## src/rtl/led_fade_current_regulator_assert.svh

```systemverilog
// Assertion macros for the LED fade and current regulator.
// Included by the top level only; needs no package.
`ifndef LED_FADE_CURRENT_REGULATOR_ASSERT_SVH
`define LED_FADE_CURRENT_REGULATOR_ASSERT_SVH

// Whenever the condition holds at a clock edge, the consequence holds too.
`define LFCR_ASSERT_IMPLIES(label, clk, rst_n, cond, cons, msg) \
	label: assert property (@(posedge clk) disable iff (!(rst_n)) (cond) |-> (cons)) \
		else $error(msg);

// Whenever the condition holds at a clock edge, the consequence holds at the next clock edge.
`define LFCR_ASSERT_NEXT(label, clk, rst_n, cond, cons, msg) \
	label: assert property (@(posedge clk) disable iff (!(rst_n)) (cond) |=> (cons)) \
		else $error(msg);

`endif

```

## src/rtl/lfcr_pkg.sv

```systemverilog
// Shared types and constants of the LED fade and current regulator.
// Used by every module of the block; depends on nothing.
`default_nettype none

package lfcr_pkg;

	localparam int DUTY_W    = 8;
	localparam int TIMER_W   = 16;
	localparam int ADC_W     = 10;
	localparam int CFG_IDX_W = 3;
	localparam int CFG_DATA_W = 16;

	// Register reset values.
	localparam logic [DUTY_W-1:0]  START_LEVEL_RST = 8'd16;
	localparam logic [DUTY_W-1:0]  MAX_LEVEL_RST   = 8'd255;
	localparam logic [DUTY_W-1:0]  SLOW_TOP_RST    = 8'd64;
	localparam logic [DUTY_W-1:0]  MID_TOP_RST     = 8'd160;
	localparam logic [TIMER_W-1:0] SLOW_TICKS_RST  = 16'd20;
	localparam logic [TIMER_W-1:0] MID_TICKS_RST   = 16'd10;
	localparam logic [TIMER_W-1:0] FAST_TICKS_RST  = 16'd5;
	localparam logic [ADC_W-1:0]   NOMINAL_RST     = 10'd512;

	localparam logic [TIMER_W-1:0] TIMER_MAX = 16'hFFFF;

	// Configuration register indexes.
	typedef enum logic [CFG_IDX_W-1:0] {
		REG_START_LEVEL     = 3'd0,
		REG_MAX_LEVEL       = 3'd1,
		REG_SLOW_BAND_TOP   = 3'd2,
		REG_MID_BAND_TOP    = 3'd3,
		REG_SLOW_STEP_TICKS = 3'd4,
		REG_MID_STEP_TICKS  = 3'd5,
		REG_FAST_STEP_TICKS = 3'd6,
		REG_NOMINAL_CURRENT = 3'd7
	} cfg_idx_t;

	typedef struct packed {
		logic [DUTY_W-1:0]  start_level;
		logic [DUTY_W-1:0]  max_level;
		logic [DUTY_W-1:0]  slow_band_top;
		logic [DUTY_W-1:0]  mid_band_top;
		logic [TIMER_W-1:0] slow_step_ticks;
		logic [TIMER_W-1:0] mid_step_ticks;
		logic [TIMER_W-1:0] fast_step_ticks;
		logic [ADC_W-1:0]   nominal_current;
	} cfg_t;

	// One timer tick request.
	typedef struct packed {
		logic             key_down;
		logic             sample_valid;
		logic [ADC_W-1:0] sample_value;
	} in_t;

	// One result of a tick.
	typedef struct packed {
		logic [DUTY_W-1:0] duty;
		logic              pwm_running;
		logic              lamp_on;
		logic              start_conversion;
		logic [ADC_W-1:0]  average_current;
		logic              average_ready;
		logic              may_sleep;
	} out_t;

endpackage

`default_nettype wire

```

## src/rtl/lfcr_cfg_regs.sv

```systemverilog
// Configuration register file of the LED fade and current regulator.
// Depends on lfcr_pkg for the register layout and reset values.
`default_nettype none

module lfcr_cfg_regs
	import lfcr_pkg::*;
(
	input  logic                  clk,
	input  logic                  arst_n,
	input  logic                  cfg_we,
	input  logic [CFG_IDX_W-1:0]  cfg_index,
	input  logic [CFG_DATA_W-1:0] cfg_data,
	output cfg_t                  cfg
);

	cfg_t cfg_q;

	// Register writes, decoded by index.
	always_ff @(posedge clk or negedge arst_n) begin
		if (!arst_n) begin
			cfg_q.start_level     <= START_LEVEL_RST;
			cfg_q.max_level       <= MAX_LEVEL_RST;
			cfg_q.slow_band_top   <= SLOW_TOP_RST;
			cfg_q.mid_band_top    <= MID_TOP_RST;
			cfg_q.slow_step_ticks <= SLOW_TICKS_RST;
			cfg_q.mid_step_ticks  <= MID_TICKS_RST;
			cfg_q.fast_step_ticks <= FAST_TICKS_RST;
			cfg_q.nominal_current <= NOMINAL_RST;
		end else if (cfg_we) begin
			unique case (cfg_idx_t'(cfg_index))
				REG_START_LEVEL:     cfg_q.start_level     <= cfg_data[DUTY_W-1:0];
				REG_MAX_LEVEL:       cfg_q.max_level       <= cfg_data[DUTY_W-1:0];
				REG_SLOW_BAND_TOP:   cfg_q.slow_band_top   <= cfg_data[DUTY_W-1:0];
				REG_MID_BAND_TOP:    cfg_q.mid_band_top    <= cfg_data[DUTY_W-1:0];
				REG_SLOW_STEP_TICKS: cfg_q.slow_step_ticks <= cfg_data[TIMER_W-1:0];
				REG_MID_STEP_TICKS:  cfg_q.mid_step_ticks  <= cfg_data[TIMER_W-1:0];
				REG_FAST_STEP_TICKS: cfg_q.fast_step_ticks <= cfg_data[TIMER_W-1:0];
				REG_NOMINAL_CURRENT: cfg_q.nominal_current <= cfg_data[ADC_W-1:0];
				default: ;
			endcase
		end
	end

	assign cfg = cfg_q;

endmodule

`default_nettype wire

```

## src/rtl/lfcr_tick_core.sv

```systemverilog
// Tick processing of the LED fade and current regulator: state registers and
// the single-pass next-state logic for fading, key polling and measurement.
// Depends on lfcr_pkg for the request, result and configuration types.
`default_nettype none

module lfcr_tick_core
	import lfcr_pkg::*;
#(
	parameter int SAMPLES_LOG2         = 3,
	parameter int KEY_POLL_TICKS       = 50,
	parameter int MEASURE_PERIOD_TICKS = 100
) (
	input  logic clk,
	input  logic arst_n,
	input  logic step,
	input  cfg_t cfg,
	input  in_t  item,
	output out_t result
);

	localparam int CNT_W = SAMPLES_LOG2 + 2;
	localparam int SUM_W = ADC_W + SAMPLES_LOG2;
	localparam logic [CNT_W-1:0]   COUNT_END    = CNT_W'(2 ** SAMPLES_LOG2);
	localparam logic [TIMER_W-1:0] KEY_PERIOD   = TIMER_W'(KEY_POLL_TICKS);
	localparam logic [TIMER_W-1:0] MEAS_PERIOD  = TIMER_W'(MEASURE_PERIOD_TICKS);

	function automatic logic [TIMER_W-1:0] sat_inc(input logic [TIMER_W-1:0] t);
		return (t == TIMER_MAX) ? TIMER_MAX : t + 1'b1;
	endfunction

	// Current state.
	logic [DUTY_W-1:0]  duty_q, target_q;
	logic               lamp_q, pwm_q, held_q, measuring_q;
	logic [TIMER_W-1:0] step_timer_q, key_timer_q, meas_timer_q;
	logic [CNT_W-1:0]   count_q;
	logic [SUM_W-1:0]   sum_q;
	logic [ADC_W-1:0]   avg_q;

	// Next state.
	logic [DUTY_W-1:0]  duty_d, target_d;
	logic               lamp_d, pwm_d, held_d, measuring_d;
	logic [TIMER_W-1:0] step_timer_d, key_timer_d, meas_timer_d;
	logic [CNT_W-1:0]   count_d;
	logic [SUM_W-1:0]   sum_d;
	logic [ADC_W-1:0]   avg_d;
	logic [TIMER_W-1:0] step_period;
	logic               step_due, start_conv, ready;

	// Step delay depends on the band that the present duty lies in.
	always_comb begin
		if (duty_q <= cfg.slow_band_top) begin
			step_period = cfg.slow_step_ticks;
		end else if (duty_q <= cfg.mid_band_top) begin
			step_period = cfg.mid_step_ticks;
		end else begin
			step_period = cfg.fast_step_ticks;
		end
	end

	// Next state of one tick: fading, then key polling, then measurement.
	always_comb begin
		duty_d       = duty_q;
		target_d     = target_q;
		lamp_d       = lamp_q;
		pwm_d        = pwm_q;
		held_d       = held_q;
		measuring_d  = measuring_q;
		count_d      = count_q;
		sum_d        = sum_q;
		avg_d        = avg_q;
		start_conv   = 1'b0;
		ready        = 1'b0;
		step_timer_d = sat_inc(step_timer_q);
		key_timer_d  = sat_inc(key_timer_q);
		meas_timer_d = sat_inc(meas_timer_q);
		step_due     = step_timer_d >= step_period;

		// Fade one unit toward the target when the step delay has run out.
		if (duty_q != target_q) begin
			if (step_due) begin
				step_timer_d = '0;
			end
			if (target_q < duty_q) begin
				if (step_due) begin
					duty_d = duty_q - 1'b1;
				end
				if (duty_d == '0) begin
					pwm_d = 1'b0;
				end
			end else begin
				if (duty_q == '0) begin
					pwm_d = 1'b1;
				end
				if (step_due) begin
					duty_d = duty_q + 1'b1;
				end
			end
		end

		// Poll the key; a fresh press toggles the lamp.
		if (key_timer_d >= KEY_PERIOD) begin
			key_timer_d = '0;
			if (!held_q && item.key_down) begin
				held_d = 1'b1;
				if (lamp_q) begin
					lamp_d   = 1'b0;
					target_d = '0;
				end else begin
					lamp_d   = 1'b1;
					target_d = (duty_d > cfg.start_level) ? duty_d : cfg.start_level;
				end
			end else if (held_q && !item.key_down) begin
				held_d = 1'b0;
			end
		end

		// Measurement: the first sample is dropped, the rest are averaged.
		if (!measuring_q) begin
			if (meas_timer_d >= MEAS_PERIOD) begin
				meas_timer_d = '0;
				count_d      = '0;
				sum_d        = '0;
				measuring_d  = 1'b1;
				start_conv   = 1'b1;
			end
		end else if (item.sample_valid) begin
			if (count_q != '0) begin
				sum_d = sum_q + SUM_W'(item.sample_value);
			end
			count_d = count_q + 1'b1;
			if (count_d > COUNT_END) begin
				measuring_d  = 1'b0;
				meas_timer_d = '0;
				avg_d        = sum_d[SAMPLES_LOG2 +: ADC_W];
				ready        = 1'b1;
				// Nudge the target toward the nominal current.
				if (lamp_d) begin
					if (avg_d > cfg.nominal_current && target_d != '0) begin
						target_d = target_d - 1'b1;
					end else if (avg_d < cfg.nominal_current && target_d < cfg.max_level) begin
						target_d = target_d + 1'b1;
					end
				end
			end else begin
				start_conv = 1'b1;
			end
		end
	end

	// State registers advance once per processed tick.
	always_ff @(posedge clk or negedge arst_n) begin
		if (!arst_n) begin
			duty_q       <= '0;
			target_q     <= START_LEVEL_RST;
			lamp_q       <= 1'b1;
			pwm_q        <= 1'b0;
			held_q       <= 1'b0;
			measuring_q  <= 1'b0;
			step_timer_q <= '0;
			key_timer_q  <= '0;
			meas_timer_q <= '0;
			count_q      <= '0;
			sum_q        <= '0;
			avg_q        <= '0;
		end else if (step) begin
			duty_q       <= duty_d;
			target_q     <= target_d;
			lamp_q       <= lamp_d;
			pwm_q        <= pwm_d;
			held_q       <= held_d;
			measuring_q  <= measuring_d;
			step_timer_q <= step_timer_d;
			key_timer_q  <= key_timer_d;
			meas_timer_q <= meas_timer_d;
			count_q      <= count_d;
			sum_q        <= sum_d;
			avg_q        <= avg_d;
		end
	end

	// Result of the tick being processed.
	always_comb begin
		result.duty             = duty_d;
		result.pwm_running      = pwm_d;
		result.lamp_on          = lamp_d;
		result.start_conversion = start_conv;
		result.average_current  = avg_d;
		result.average_ready    = ready;
		result.may_sleep        = !lamp_d && (duty_d == '0) && !held_d;
	end

endmodule

`default_nettype wire

```

## src/rtl/led_fade_current_regulator.sv

```systemverilog
// LED fade and current regulator. Each request is one timer tick carrying the
// key level and an optional finished ADC sample; each tick yields exactly one
// result with the duty, lamp and measurement status. A request passes through
// an input register and a result register: it waits in the input register until
// the result register is free or being emptied, is then processed, and its
// result is registered and offered on out_item. One tick is accepted every clock
// cycle as long as results are taken. Register writes take effect on the next
// tick and should be made while no tick is in flight.
// Depends on lfcr_pkg, lfcr_cfg_regs, lfcr_tick_core and the assertion header.
`default_nettype none

`include "led_fade_current_regulator_assert.svh"

module led_fade_current_regulator
	import lfcr_pkg::*;
#(
	parameter int SAMPLES_LOG2         = 3,
	parameter int KEY_POLL_TICKS       = 50,
	parameter int MEASURE_PERIOD_TICKS = 100
) (
	input  logic                  clk,
	input  logic                  arst_n,
	input  logic                  cfg_we,
	input  logic [CFG_IDX_W-1:0]  cfg_index,
	input  logic [CFG_DATA_W-1:0] cfg_data,
	input  logic                  in_valid,
	output logic                  in_stall,
	input  in_t                   in_item,
	output logic                  out_valid,
	input  logic                  out_stall,
	output out_t                  out_item
);

	cfg_t cfg;
	in_t  item_s1;
	logic valid_s1;
	out_t result;
	out_t out_item_q;
	logic out_valid_q;
	logic advance, accept;

	lfcr_cfg_regs u_cfg_regs (
		.clk      (clk),
		.arst_n   (arst_n),
		.cfg_we   (cfg_we),
		.cfg_index(cfg_index),
		.cfg_data (cfg_data),
		.cfg      (cfg)
	);

	lfcr_tick_core #(
		.SAMPLES_LOG2        (SAMPLES_LOG2),
		.KEY_POLL_TICKS      (KEY_POLL_TICKS),
		.MEASURE_PERIOD_TICKS(MEASURE_PERIOD_TICKS)
	) u_tick_core (
		.clk   (clk),
		.arst_n(arst_n),
		.step  (advance),
		.cfg   (cfg),
		.item  (item_s1),
		.result(result)
	);

	// The held tick moves on whenever the result register is free or being emptied.
	assign advance  = valid_s1 && !(out_valid_q && out_stall);
	assign in_stall = valid_s1 && !advance;
	assign accept   = in_valid && !in_stall;

	// Input register.
	always_ff @(posedge clk or negedge arst_n) begin
		if (!arst_n) begin
			valid_s1 <= 1'b0;
		end else if (accept) begin
			valid_s1 <= 1'b1;
		end else if (advance) begin
			valid_s1 <= 1'b0;
		end
	end

	always_ff @(posedge clk) begin
		if (accept) begin
			item_s1 <= in_item;
		end
	end

	// Result register.
	always_ff @(posedge clk or negedge arst_n) begin
		if (!arst_n) begin
			out_valid_q <= 1'b0;
		end else if (advance) begin
			out_valid_q <= 1'b1;
		end else if (!out_stall) begin
			out_valid_q <= 1'b0;
		end
	end

	always_ff @(posedge clk) begin
		if (advance) begin
			out_item_q <= result;
		end
	end

	assign out_valid = out_valid_q;
	assign out_item  = out_item_q;

	// A completed average never coincides with a new conversion request.
	`LFCR_ASSERT_IMPLIES(a_ready_no_conv, clk, arst_n, out_valid_q && out_item_q.average_ready, !out_item_q.start_conversion, "average_ready with start_conversion")
	// Sleep is only allowed with the lamp off and the duty at zero.
	`LFCR_ASSERT_IMPLIES(a_sleep_dark, clk, arst_n, out_valid_q && out_item_q.may_sleep, !out_item_q.lamp_on && out_item_q.duty == '0, "may_sleep while lamp active")
	// The input side stalls only while a tick is held.
	`LFCR_ASSERT_IMPLIES(a_stall_held, clk, arst_n, in_stall, valid_s1, "stall with empty input register")
	// A tick that moves on always leaves a result behind.
	`LFCR_ASSERT_NEXT(a_advance_result, clk, arst_n, advance, out_valid_q, "processed tick lost")

endmodule

`default_nettype wire

```

## config.mk

```make
export PLATFORM = sky130hd
export DESIGN_NAME = led_fade_current_regulator
export DESIGN_NICKNAME = d
export VERILOG_FILES = /design/src/rtl/lfcr_pkg.sv /design/src/rtl/lfcr_cfg_regs.sv /design/src/rtl/lfcr_tick_core.sv /design/src/rtl/led_fade_current_regulator.sv
export VERILOG_INCLUDE_DIRS = /design/src /design/src/rtl
export SDC_FILE = /design/constraint.sdc
export NUM_CORES = 1
export LEC_CHECK = 0
export ABC_CLOCK_PERIOD_IN_PS = 10250
export BUFFER_PORTS_ARGS = -buffer_cell sky130_fd_sc_hd__buf_2
export CORE_MARGIN = 2
export CORE_UTILIZATION = 50
export DETAILED_ROUTE_END_ITERATION = 16
export PLACE_DENSITY = 0.67
export SLEW_MARGIN = 20
export SYNTH_ARGS = -nofsm -noshare
export SYNTH_HDL_FRONTEND = slang
export SYNTH_SLANG_ARGS = --single-unit
```

## constraint.sdc

```tcl
create_clock -name clk -period 10.25 [get_ports clk]
set_input_delay 2.05 -clock clk [delete_from_list [all_inputs] [get_ports clk]]
set_output_delay 2.05 -clock clk [all_outputs]
set_load 0.02 [all_outputs]
```

==> impl_metrics.json, run 1 <==
{
  "io_pins": 61,
  "grt_pass1_wl_um": 52300,
  "end_kind": "flip-flop",
  "yosysTopAreaCell": "dfrtp_1",
  "outcome": "finished, final reports clean",
  "cts_sinks": 223,
  "yosys_most_used_dff": "dfrtp_1",
  "synthSimpleGateAreaFrac_pct": 15.6,
  "rows": 59,
  "diodes": 0,
  "die-height_um": 166,
  "synth.most_common_cell": "dfrtp_1",
  "clkPwrFrac_pct": 30.4,
  "avgViaCountPerCell": 5.88,
  "pwr-share-comb_pct": 34.0,
  "synthTopCellsByCount": "167 x dfrtp_1, 128 x nand2_1, 107 x o21ai_0, 87 x ha_1, 85 x a21oi_1",
  "die_width_um": 166,
  "antenna_left": 0,
  "grt_max_degree": 92,
  "place_area_um2": 13800,
  "cts_buffers": 26,
  "fmax_mhz": 107,
  "synth_top_area_share_pct": 31.8,
  "die_area_um2": 27600,
  "cts_resized": 0,
  "htreeDepth": 1,
  "setup_tns_ns": 0,
  "final_nets": 1522,
  "cellPowerDensity_nw_per_um2": 232,
  "design_area_um2": 14800,
  "final-hold-violation-count": 0,
  "startpoint_type": "flip-flop",
  "grtUsageTotal_pct": 22.9,
  "cts_tree": "done",
  "syn-cell-area_um2": 13200,
  "synth_xor_xnor_area_share_pct": 2.40,
  "slew_headroom_pct": 31.8,
  "p_seq_share_pct": 35.6,
  "drtIter0Drc": 753,
  "power_mw": 3.43,
  "hold_path.class": "reg -> reg",
  "synth_compound_area_share_pct": 16.9,
  "final-setup-viol-count": 0,
  "synth.area.top_cells": "dfrtp_1 32%, ha_1 8.3%, edfxtp_1 8.0%",
  "start_util_pct": 50.8,
  "syn_area_per_cell_um2": 9.75,
  "crit_family": "compound AO/OA/AOI/OAI gates",
  "syn2layout_area_growth_pct": 12.2,
  "critical_path_class": "reg -> reg",
  "path_clk_slew_ns": 0.06,
  "cp_common_cell": "ha_1",
  "tightest_slew_ns": 1.02,
  "switching_share_pct": 35.3,
  "grt_pass1_vias": 10052,
  "slowest_delay_ns": 0.59,
  "r2r_slack_ns": 0.89,
  "antenna_found_initial": 0,
  "async_reset_ff_share_pct": 84.3,
  "synth_mux_area_share_pct": 8.35,
  "wl_um": 31500,
  "syn_nets": 1473,
  "crit_buf_inv": 2,
  "synth_edf_count": 35,
  "slowest_stage": "or4_1",
  "synth_cells": 1349,
  "cts_setup_buffers": 0,
  "power.switching_mw": 1.21,
  "fin_skew_ns": 0.0182,
  "clockBufferDepth": 3,
  "cts-hold-fix-buffers": 0,
  "hpwlAfterDp_um": 21500,
  "max_cap_violations": 0,
  "critPathMaxFanout": 16,
  "arrival_ns": 9.80,
  "power.leakage_nw": 6.60,
  "seq_area_frac_synth_pct": 44.0,
  "drive_gt1_share_pct": 17.0,
  "internal-power_mw": 2.21,
  "portBuffers": 60,
  "wl_per_cell_um": 18.0,
  "drc": 0,
  "dp_slack_ns": 1.11,
  "ys_seq_elements": 223,
  "rsz0062_at_grt": "false",
  "post-route-util_pct": 57.0,
  "fin_crit_ns": 9.36,
  "synth_top_family_by_area": "compound AO/OA/AOI/OAI gates",
  "yosys.area_share.adder_pct": 8.43,
  "drt_first_pass_iters": 6,
  "overflow": 0,
  "peakVddDrop_v": 0.000143,
  "synth_warnings": 0,
  "vias": 10299,
  "gp_congestion": 0.894,
  "critPathRequiredTime_ns": 10.69,
  "insertion_delay_ns": 0.54,
  "core_um2": 25900,
  "root_buffer": "clkbuf_16",
  "min_period_over_period_pct": 91.3,
  "finalMaxSlewViolations": 0,
  "fin_ws_ns": 0.892,
  "yosysUniqueCellTypes": 83
}
## power by group through the flow
stage	clock network [mW]	registers, mW	logic [mW]
floorplan	0	1.18	0.876
global placement	0	1.23	1.13
detailed placement	0	1.23	1.15
CTS	1.06	1.22	1.16
global route	1.10	1.24	1.31
finish	1.04	1.22	1.16
## state kept, by name (all words and copies together), names as in the netlist, 5 cells and up
register	flops
u_tick_core.target_q	8
out_item	23
u_tick_core.avg_q	10
u_tick_core.meas_timer_q	16
u_tick_core.count_q	5
u_tick_core.key_timer_q	16
item_s1	12
u_tick_core.step_timer_q	16
u_tick_core.duty_q	8
u_tick_core.sum_q	13
u_cfg_regs.cfg	90
## worst paths after layout
kind / startpoint / endpoint / cells after the start
max: u_tick_core.duty_q[0] / u_tick_core.target_q[7] / 38
min: u_cfg_regs.cfg[13] / u_cfg_regs.cfg[13] / 1
max reg2reg: u_tick_core.duty_q[0] / u_tick_core.target_q[7] / 38
min reg2reg: u_cfg_regs.cfg[13] / u_cfg_regs.cfg[13] / 1
max in group asynchronous: arst_n / u_cfg_regs.cfg[58] / 2
min in group asynchronous: arst_n / u_tick_core.duty_q[1] / 1
## cell usage in the layout (no fill, tap or decap), drive strengths merged, types with 20 or more instances in the layout
| master | netlist | routed |
|---|---|---|
| mux2 | 75 | 75 |
| nor2 | 81 | 81 |
| and3 | 20 | 20 |
| buf | 12 | 75 |
| nand4 | 21 | 21 |
| o21ai | 111 | 111 |
| edfxtp | 35 | 35 |
| a21o | 22 | 22 |
| nand3 | 43 | 43 |
| mux2i | 25 | 25 |
| nor3 | 28 | 28 |
| dfrtp | 167 | 167 |
| a21oi | 86 | 86 |
| dfstp | 21 | 21 |
| nand2 | 128 | 128 |
| a22o | 30 | 30 |
| ha | 87 | 87 |
| clkbuf | 43 | 34 |
| xnor2 | 33 | 33 |
| inv | 84 | 87 |
## cell type report
type	instances	area, um^2
Clock buffer	33	771
Clock inverter	15	211
Fill cell	2230	11100
Inverter	86	324
Multi-Input combinational cell	985	6830
Sequential cell	223	5780
Tap cell	335	419
Timing Repair Buffer	76	429
## per-stage QoR
stage          cells  hold WS [ns]
5_1_grt         1753         0.522
3_5_place_dp    1705         0.491
3_3_place_gp    1705         0.489
2_1_floorplan   1349         0.457
6_report        1753         0.505
4_1_cts         1753         0.506
## routing by layer
metal  track usage, %  share of wire, %  vias up
met5                0                 0        -
met4             5.18               1.9        0
met3             2.93               4.8       50
met2             37.0                46      267
met1             33.0                48     4974
li1                 -                 -     5008
## cell families (layout without fill, tap and decap cells)
family / count (synthesis) / count (layout)
fa+ha+maj: 88 / 88
simple gates: 413 / 413
xor+xnor: 36 / 36
buf+inv: 141 / 210
flops: 223 / 223
compound gates: 348 / 348
mux: 100 / 100
Power figures use the tool's default switching activity.
==> inputs of run 2 (changes only) <==
--- a/config.mk
+++ b/config.mk
@@ -15,4 +15,5 @@
 export SLEW_MARGIN = 20
 export SYNTH_ARGS = -nofsm -noshare
 export SYNTH_HDL_FRONTEND = slang
+export SYNTH_HIERARCHICAL = 1
 export SYNTH_SLANG_ARGS = --single-unit
==> constraint.sdc (replaced) <==
create_clock -name clk -period 10.25 [get_ports clk]
set_input_delay 1.025 -clock clk [delete_from_list [all_inputs] [get_ports clk]]
set_output_delay 1.025 -clock clk [all_outputs]
set_load 0.02 [all_outputs]
==> impl_metrics.json, run 2 <==
{
  "power.leakage_nw": 6.70,
  "diodes": 0,
  "syn2layout_area_growth_pct": 10.9,
  "start_util_pct": 50.5,
  "r2r-start": "u_cfg_regs/cfg[63]",
  "slowest_stage": "a2111o_1",
  "critPathMaxFanout": 16,
  "rsz0062_at_grt": "false",
  "slowest_delay_ns": 0.56,
  "placed_cells": 1693,
  "mostFrequentLayoutCells": "167 x dfrtp_1, 126 x nand2_1, 102 x o21ai_0",
  "grt_pass1_wl_um": 51200,
  "outcome": "finished, final reports clean",
  "gp_congestion": 0.917,
  "overflow": 0,
  "syn_nets": 1465,
  "antenna_left": 0,
  "async_reset_ff_share_pct": 84.3,
  "drtIter0Drc": 783,
  "insertion_delay_ns": 0.56,
  "drive_gt1_share_pct": 19.1,
  "synth.most_common_cell": "dfrtp_1",
  "grt_max_degree": 115,
  "layout_commonest_cell": "dfrtp_1",
  "arrival_ns": 9.88,
  "synth_top_area_share_pct": 31.1,
  "critical_path_class": "reg -> reg",
  "fin_crit_ns": 9.43,
  "grtUsageTotal_pct": 22.1,
  "layoutNonFillerInstCount": 1746,
  "fin_skew_ns": 0.0376,
  "synth_edf_count": 35,
  "synth_cells": 1341,
  "wl_per_cell_um": 17.7,
  "hpwlAfterDp_um": 21400,
  "path_clk_slew_ns": 0.06,
  "root_buffer": "clkbuf_16",
  "yosys_most_used_dff": "dfrtp_1",
  "antenna_found_initial": 0,
  "syn-cell-area_um2": 13500,
  "wl_um": 31000,
  "ff2ff_path_depth": 38,
  "rows": 60,
  "htreeDepth": 1,
  "setup_tns_ns": 0,
  "cts_buffers": 26,
  "vias": 10182,
  "clockBufferDepth": 3,
  "hold_path.class": "reg -> reg",
  "yosysUniqueCellTypes": 94,
  "yosysTopAreaCell": "dfrtp_1",
  "final-hold-violation-count": 0,
  "largest_reg_flops": 90,
  "synth_warnings": 6,
  "post-route-util_pct": 56.0,
  "peakVddDrop_v": 0.000136,
  "die-height_um": 168,
  "finalMaxSlewViolations": 0,
  "critPathRequiredTime_ns": 10.71,
  "drc": 0,
  "cellPowerDensity_nw_per_um2": 199,
  "final_nets": 1509,
  "cts_sinks": 223,
  "avgViaCountPerCell": 5.83,
  "slew_headroom_pct": 29.4,
  "grt_pass1_vias": 9780,
  "fmax_mhz": 106,
  "r2r_slack_ns": 0.82,
  "syn_area_per_cell_um2": 10.0,
  "tightest_slew_ns": 1.06,
  "seq_area_frac_synth_pct": 43.0,
  "core_um2": 26700,
  "timing.rr.end": "u_tick_core/target_q[4]",
  "startpoint": "u_cfg_regs/cfg[63]",
  "endpoint": "u_tick_core/target_q[4]",
  "drt_first_pass_iters": 5,
  "ys_seq_elements": 223,
  "synthTopCellsByCount": "167 x dfrtp_1, 126 x nand2_1, 102 x o21ai_0, 100 x inv_1, 87 x ha_1",
  "max_cap_violations": 0,
  "portBuffers": 60,
  "die_area_um2": 28200,
  "final-setup-viol-count": 0,
  "end_kind": "flip-flop",
  "min_period_over_period_pct": 92.0,
  "io_pins": 61,
  "synth.area.top_cells": "dfrtp_1 31%, ha_1 8.1%, edfxtp_1 7.8%",
  "startpoint_type": "flip-flop",
  "die_width_um": 168,
  "cts_tree": "done"
}
run 2: cell types whose count changed in the layout (fill, tap and decap cells not counted), sizes merged, moves of 8 or more:
| cell | before | now |
|---|---|---|
| nor2 | 81 | 63 |
| nor2b | 9 | 18 |
| and2 | 17 | 8 |
| nand4 | 21 | 29 |
| a31oi | 9 | 17 |
| nor3 | 28 | 20 |
| mux2 | 75 | 95 |
| inv | 87 | 101 |
| a21oi | 86 | 74 |
run 2: per-stage QoR:
step / hold slack (ns) / total power, mW / setup WS [ns] / cell area, um^2
6_report: 0.482 / 2.97 / 0.825 / 14900
5_1_grt: 0.508 / 3.17 / 0.108 / 14900
3_5_place_dp: 0.470 / 2.06 / 0.655 / 14000
4_1_cts: 0.484 / 2.99 / 0.585 / 14900
2_1_floorplan: 0.450 / 1.82 / 1.52 / 13500
3_3_place_gp: 0.462 / 2.04 / 0.849 / 14000
run 2: logic make-up (layout without fill, tap and decap cells):
logic type / after synthesis / in the layout / synth area share (%)
buffers and inverters: 162 / 226 / 4.98
muxes: 123 / 123 / 10.3
xor gates and xnor gates: 36 / 36 / 2.34
adders and majority gates: 88 / 88 / 8.24
DFF: 223 / 223 / 43.0
and+or+nand+nor: 386 / 386 / 15.1
AOI/OAI and AO/OA: 323 / 323 / 16.0
run 2: worst min-delay path by stage:
stage                              start  depth (start not counted)  slack [ns]                    to
floorplan           u_tick_core/avg_q[0]                          2        0.45  u_tick_core/avg_q[0]
global placement    u_tick_core/avg_q[0]                          2        0.46  u_tick_core/avg_q[0]
detailed placement  u_tick_core/avg_q[1]                          2        0.47  u_tick_core/avg_q[1]
CTS                 u_tick_core/avg_q[1]                          2        0.48  u_tick_core/avg_q[1]
global route        u_tick_core/avg_q[9]                          2        0.51  u_tick_core/avg_q[9]
finish              u_tick_core/avg_q[8]                          2        0.48  u_tick_core/avg_q[8]
run 2: power breakdown:
group          switching [mW]  total (mW)  internal (mW)
Sequential              0.137        1.20           1.06
Combinational           0.501       0.860          0.359
Clock                   0.377       0.918          0.541
Total                    1.01        2.97           1.96
run 2: per-layer routing:
metal	GRT usage, %	vias to the layer above	share of wire [%]
met5	0	-	0
met4	4.84	0	1.8
met3	2.42	39	3.8
met2	35.8	224	45
met1	32.1	4959	49
li1	-	4960	-
run 2: final cells by class:
| class | instances | area, um^2 |
|---|---|---|
| multi-input combinational | 956 | 7030 |
| fill | 2284 | 11700 |
| inverter | 101 | 379 |
| clock buffer | 39 | 761 |
| clock inverter | 9 | 103 |
| tap | 341 | 427 |
| sequential | 223 | 5780 |
| timing repair buffer | 77 | 437 |
run 2: what timing repair did:
item | in CTS | in global routing
hold buffers | 0 | 0
endpoints found under the setup margin | 0 | 6
resized for setup | 0 | 2
buffers inserted | 0 | 5
endpoints found under the hold margin | 0 | 0
run 2: critical path, delay by kind of cell (launching register included):
family / cells / cell delay, ns
compound gates: 19 / 4.40
simple gates: 9 / 1.79
fa+ha+maj: 4 / 1.26
mux: 2 / 0.60
flops: 1 / 0.53
buf+inv: 3 / 0.42
xor+xnor: 1 / 0.33
==> inputs of run 3 (changes only) <==
--- a/config.mk
+++ b/config.mk
@@ -9,9 +9,10 @@
 export ABC_CLOCK_PERIOD_IN_PS = 10250
 export BUFFER_PORTS_ARGS = -buffer_cell sky130_fd_sc_hd__buf_2
 export CORE_MARGIN = 2
-export CORE_UTILIZATION = 50
+export CORE_UTILIZATION = 63
 export DETAILED_ROUTE_END_ITERATION = 16
-export PLACE_DENSITY = 0.67
+export GPL_ROUTABILITY_DRIVEN = 0
+export PLACE_DENSITY = 0.81
 export SLEW_MARGIN = 20
 export SYNTH_ARGS = -nofsm -noshare
 export SYNTH_HDL_FRONTEND = slang
==> impl_metrics.json, run 3 (synthesis gave the netlist of run 2 again) <==
{
  "outcome": "finished, final reports clean",
  "r2r-start": "u_tick_core/step_timer_q[0]",
  "path_clk_slew_ns": 0.07,
  "layout_commonest_cell": "dfrtp_1",
  "min_period_over_period_pct": 92.7,
  "power.switching_mw": 1.01,
  "cts_resized": 0,
  "internal-power_mw": 1.93,
  "r2r_slack_ns": 0.75,
  "die-height_um": 150,
  "drt_first_pass_iters": 5,
  "wl_um": 30800,
  "arrival_ns": 9.96,
  "place_area_um2": 13900,
  "fin_crit_ns": 9.50,
  "rows": 53,
  "clockBufferDepth": 3,
  "peakVddDrop_v": 0.000180,
  "core_um2": 21000,
  "placed_cells": 1628,
  "die_area_um2": 22500,
  "cts_sinks": 223,
  "slowest_stage": "nand4_1",
  "critical_path_class": "reg -> reg",
  "grtUsageTotal_pct": 27.7,
  "syn2layout_area_growth_pct": 9.44,
  "fin_ws_ns": 0.749,
  "startpoint_type": "flip-flop",
  "final_nets": 1503,
  "final-setup-viol-count": 0,
  "vias": 10526,
  "tightest_slew_ns": 1.05,
  "antenna_left": 0,
  "htreeDepth": 1,
  "fin_skew_ns": 0.00943,
  "slowest_delay_ns": 0.57,
  "avgViaCountPerCell": 6.30,
  "dp_slack_ns": 0.725,
  "mostFrequentLayoutCells": "167 x dfrtp_1, 125 x nand2_1, 102 x o21ai_0",
  "max_cap_violations": 0,
  "critPathMaxFanout": 15,
  "setup_tns_ns": 0,
  "nFillCells": 1525,
  "grtUsageMet1_pct": 40.1,
  "p_seq_share_pct": 40.9,
  "final-hold-violation-count": 0,
  "diodes": 0,
  "hold_path.class": "reg -> reg",
  "startpoint": "u_tick_core/step_timer_q[0]",
  "drtIter0Drc": 1003,
  "cts_tree": "done",
  "start_util_pct": 64.0,
  "power.leakage_nw": 6.64,
  "rsz0062_at_grt": "false",
  "cts_setup_buffers": 0,
  "hpwlAfterDp_um": 21000,
  "insertion_delay_ns": 0.52,
  "finalMaxSlewViolations": 0,
  "cp_common_cell": "nand2_1",
  "antenna_found_initial": 0,
  "cellPowerDensity_nw_per_um2": 200,
  "clkPwrFrac_pct": 29.2,
  "cts-hold-fix-buffers": 0,
  "grt_util_met3_pct": 3.79,
  "overflow": 0,
  "io_pins": 61,
  "design_area_um2": 14700,
  "root_buffer": "clkbuf_16",
  "largest_reg_flops": 90,
  "drive_gt1_share_pct": 18.7,
  "portBuffers": 60,
  "drc": 0,
  "critPathRequiredTime_ns": 10.71,
  "slew_headroom_pct": 30.3,
  "wl_per_cell_um": 18.4,
  "busiest_layer": "met2",
  "switching_share_pct": 34.5,
  "die_width_um": 150,
  "cts_buffers": 24,
  "grtUsageMet2_pct": 43.9,
  "grt_pass1_wl_um": 50500,
  "layoutNonFillerInstCount": 1672,
  "end_kind": "flip-flop",
  "endpoint": "u_tick_core/target_q[4]",
  "pwr-share-comb_pct": 29.9,
  "timing.rr.end": "u_tick_core/target_q[4]",
  "ff2ff_path_depth": 35,
  "grt_pass1_vias": 10048,
  "grt_max_degree": 124,
  "fmax_mhz": 105
}
==> run 3: power groups by stage <==
stage          Combinational [mW]  Clock (mW)  Sequential (mW)
3_5_place_dp                0.851           0             1.21
3_3_place_gp                0.810           0             1.21
2_1_floorplan               0.658           0             1.16
6_report                    0.878       0.860             1.20
4_1_cts                     0.863       0.877             1.20
5_1_grt                     0.973       0.910             1.22
==> run 3: worst min path at each step <==
stage / startpoint / cells past startpoint / slack (ns) / end
after floorplan: u_tick_core/avg_q[0] / 2 / 0.45 / u_tick_core/avg_q[0]
after global placement: u_tick_core/avg_q[5] / 2 / 0.46 / u_tick_core/avg_q[5]
after detailed placement: u_tick_core/avg_q[1] / 2 / 0.47 / u_tick_core/avg_q[1]
after CTS: u_tick_core/avg_q[4] / 2 / 0.49 / u_tick_core/avg_q[4]
after global routing: u_cfg_regs/cfg[60] / 1 / 0.51 / u_cfg_regs/cfg[60]
final: u_tick_core/avg_q[4] / 2 / 0.48 / u_tick_core/avg_q[4]
==> run 3: layer usage <==
layer / part of all wire, % / vias to the layer above
met1: 45 / 5137
met4: 2.6 / 0
met5: 0 / -
met2: 46 / 366
met3: 6.2 / 74
li1: - / 4949
==> run 3: worst max-delay path: cells and delay by family (launching register included) <==
| family | cells | cell delay (ns) |
|---|---|---|
| AOI/OAI and AO/OA | 13 | 3.55 |
| adders and majority gates | 4 | 0.99 |
| buffers and inverters | 1 | 0.08 |
| DFF | 1 | 0.37 |
| muxes | 1 | 0.30 |
| and+or+nand+nor | 16 | 4.13 |
==> run 3: layout make-up <==
type	count	area (um^2)	area share, %
Multi-Input combinational cell	956	7030	47.8
Clock inverter	10	121	0.824
Clock buffer	34	658	4.47
Tap cell	275	344	2.34
Timing Repair Buffer	73	408	2.77
Sequential cell	223	5780	39.3
Inverter	101	379	2.57
==> run 3: metrics by stage <==
step                hold slack [ns]  total power [mW]  util, %
global route                  0.514              3.10     70.0
CTS                           0.487              2.94     70.0
detailed placement            0.472              2.06     66.3
global placement              0.462              2.01     66.3
floorplan                     0.450              1.82        -
finish                        0.481              2.94     70.0
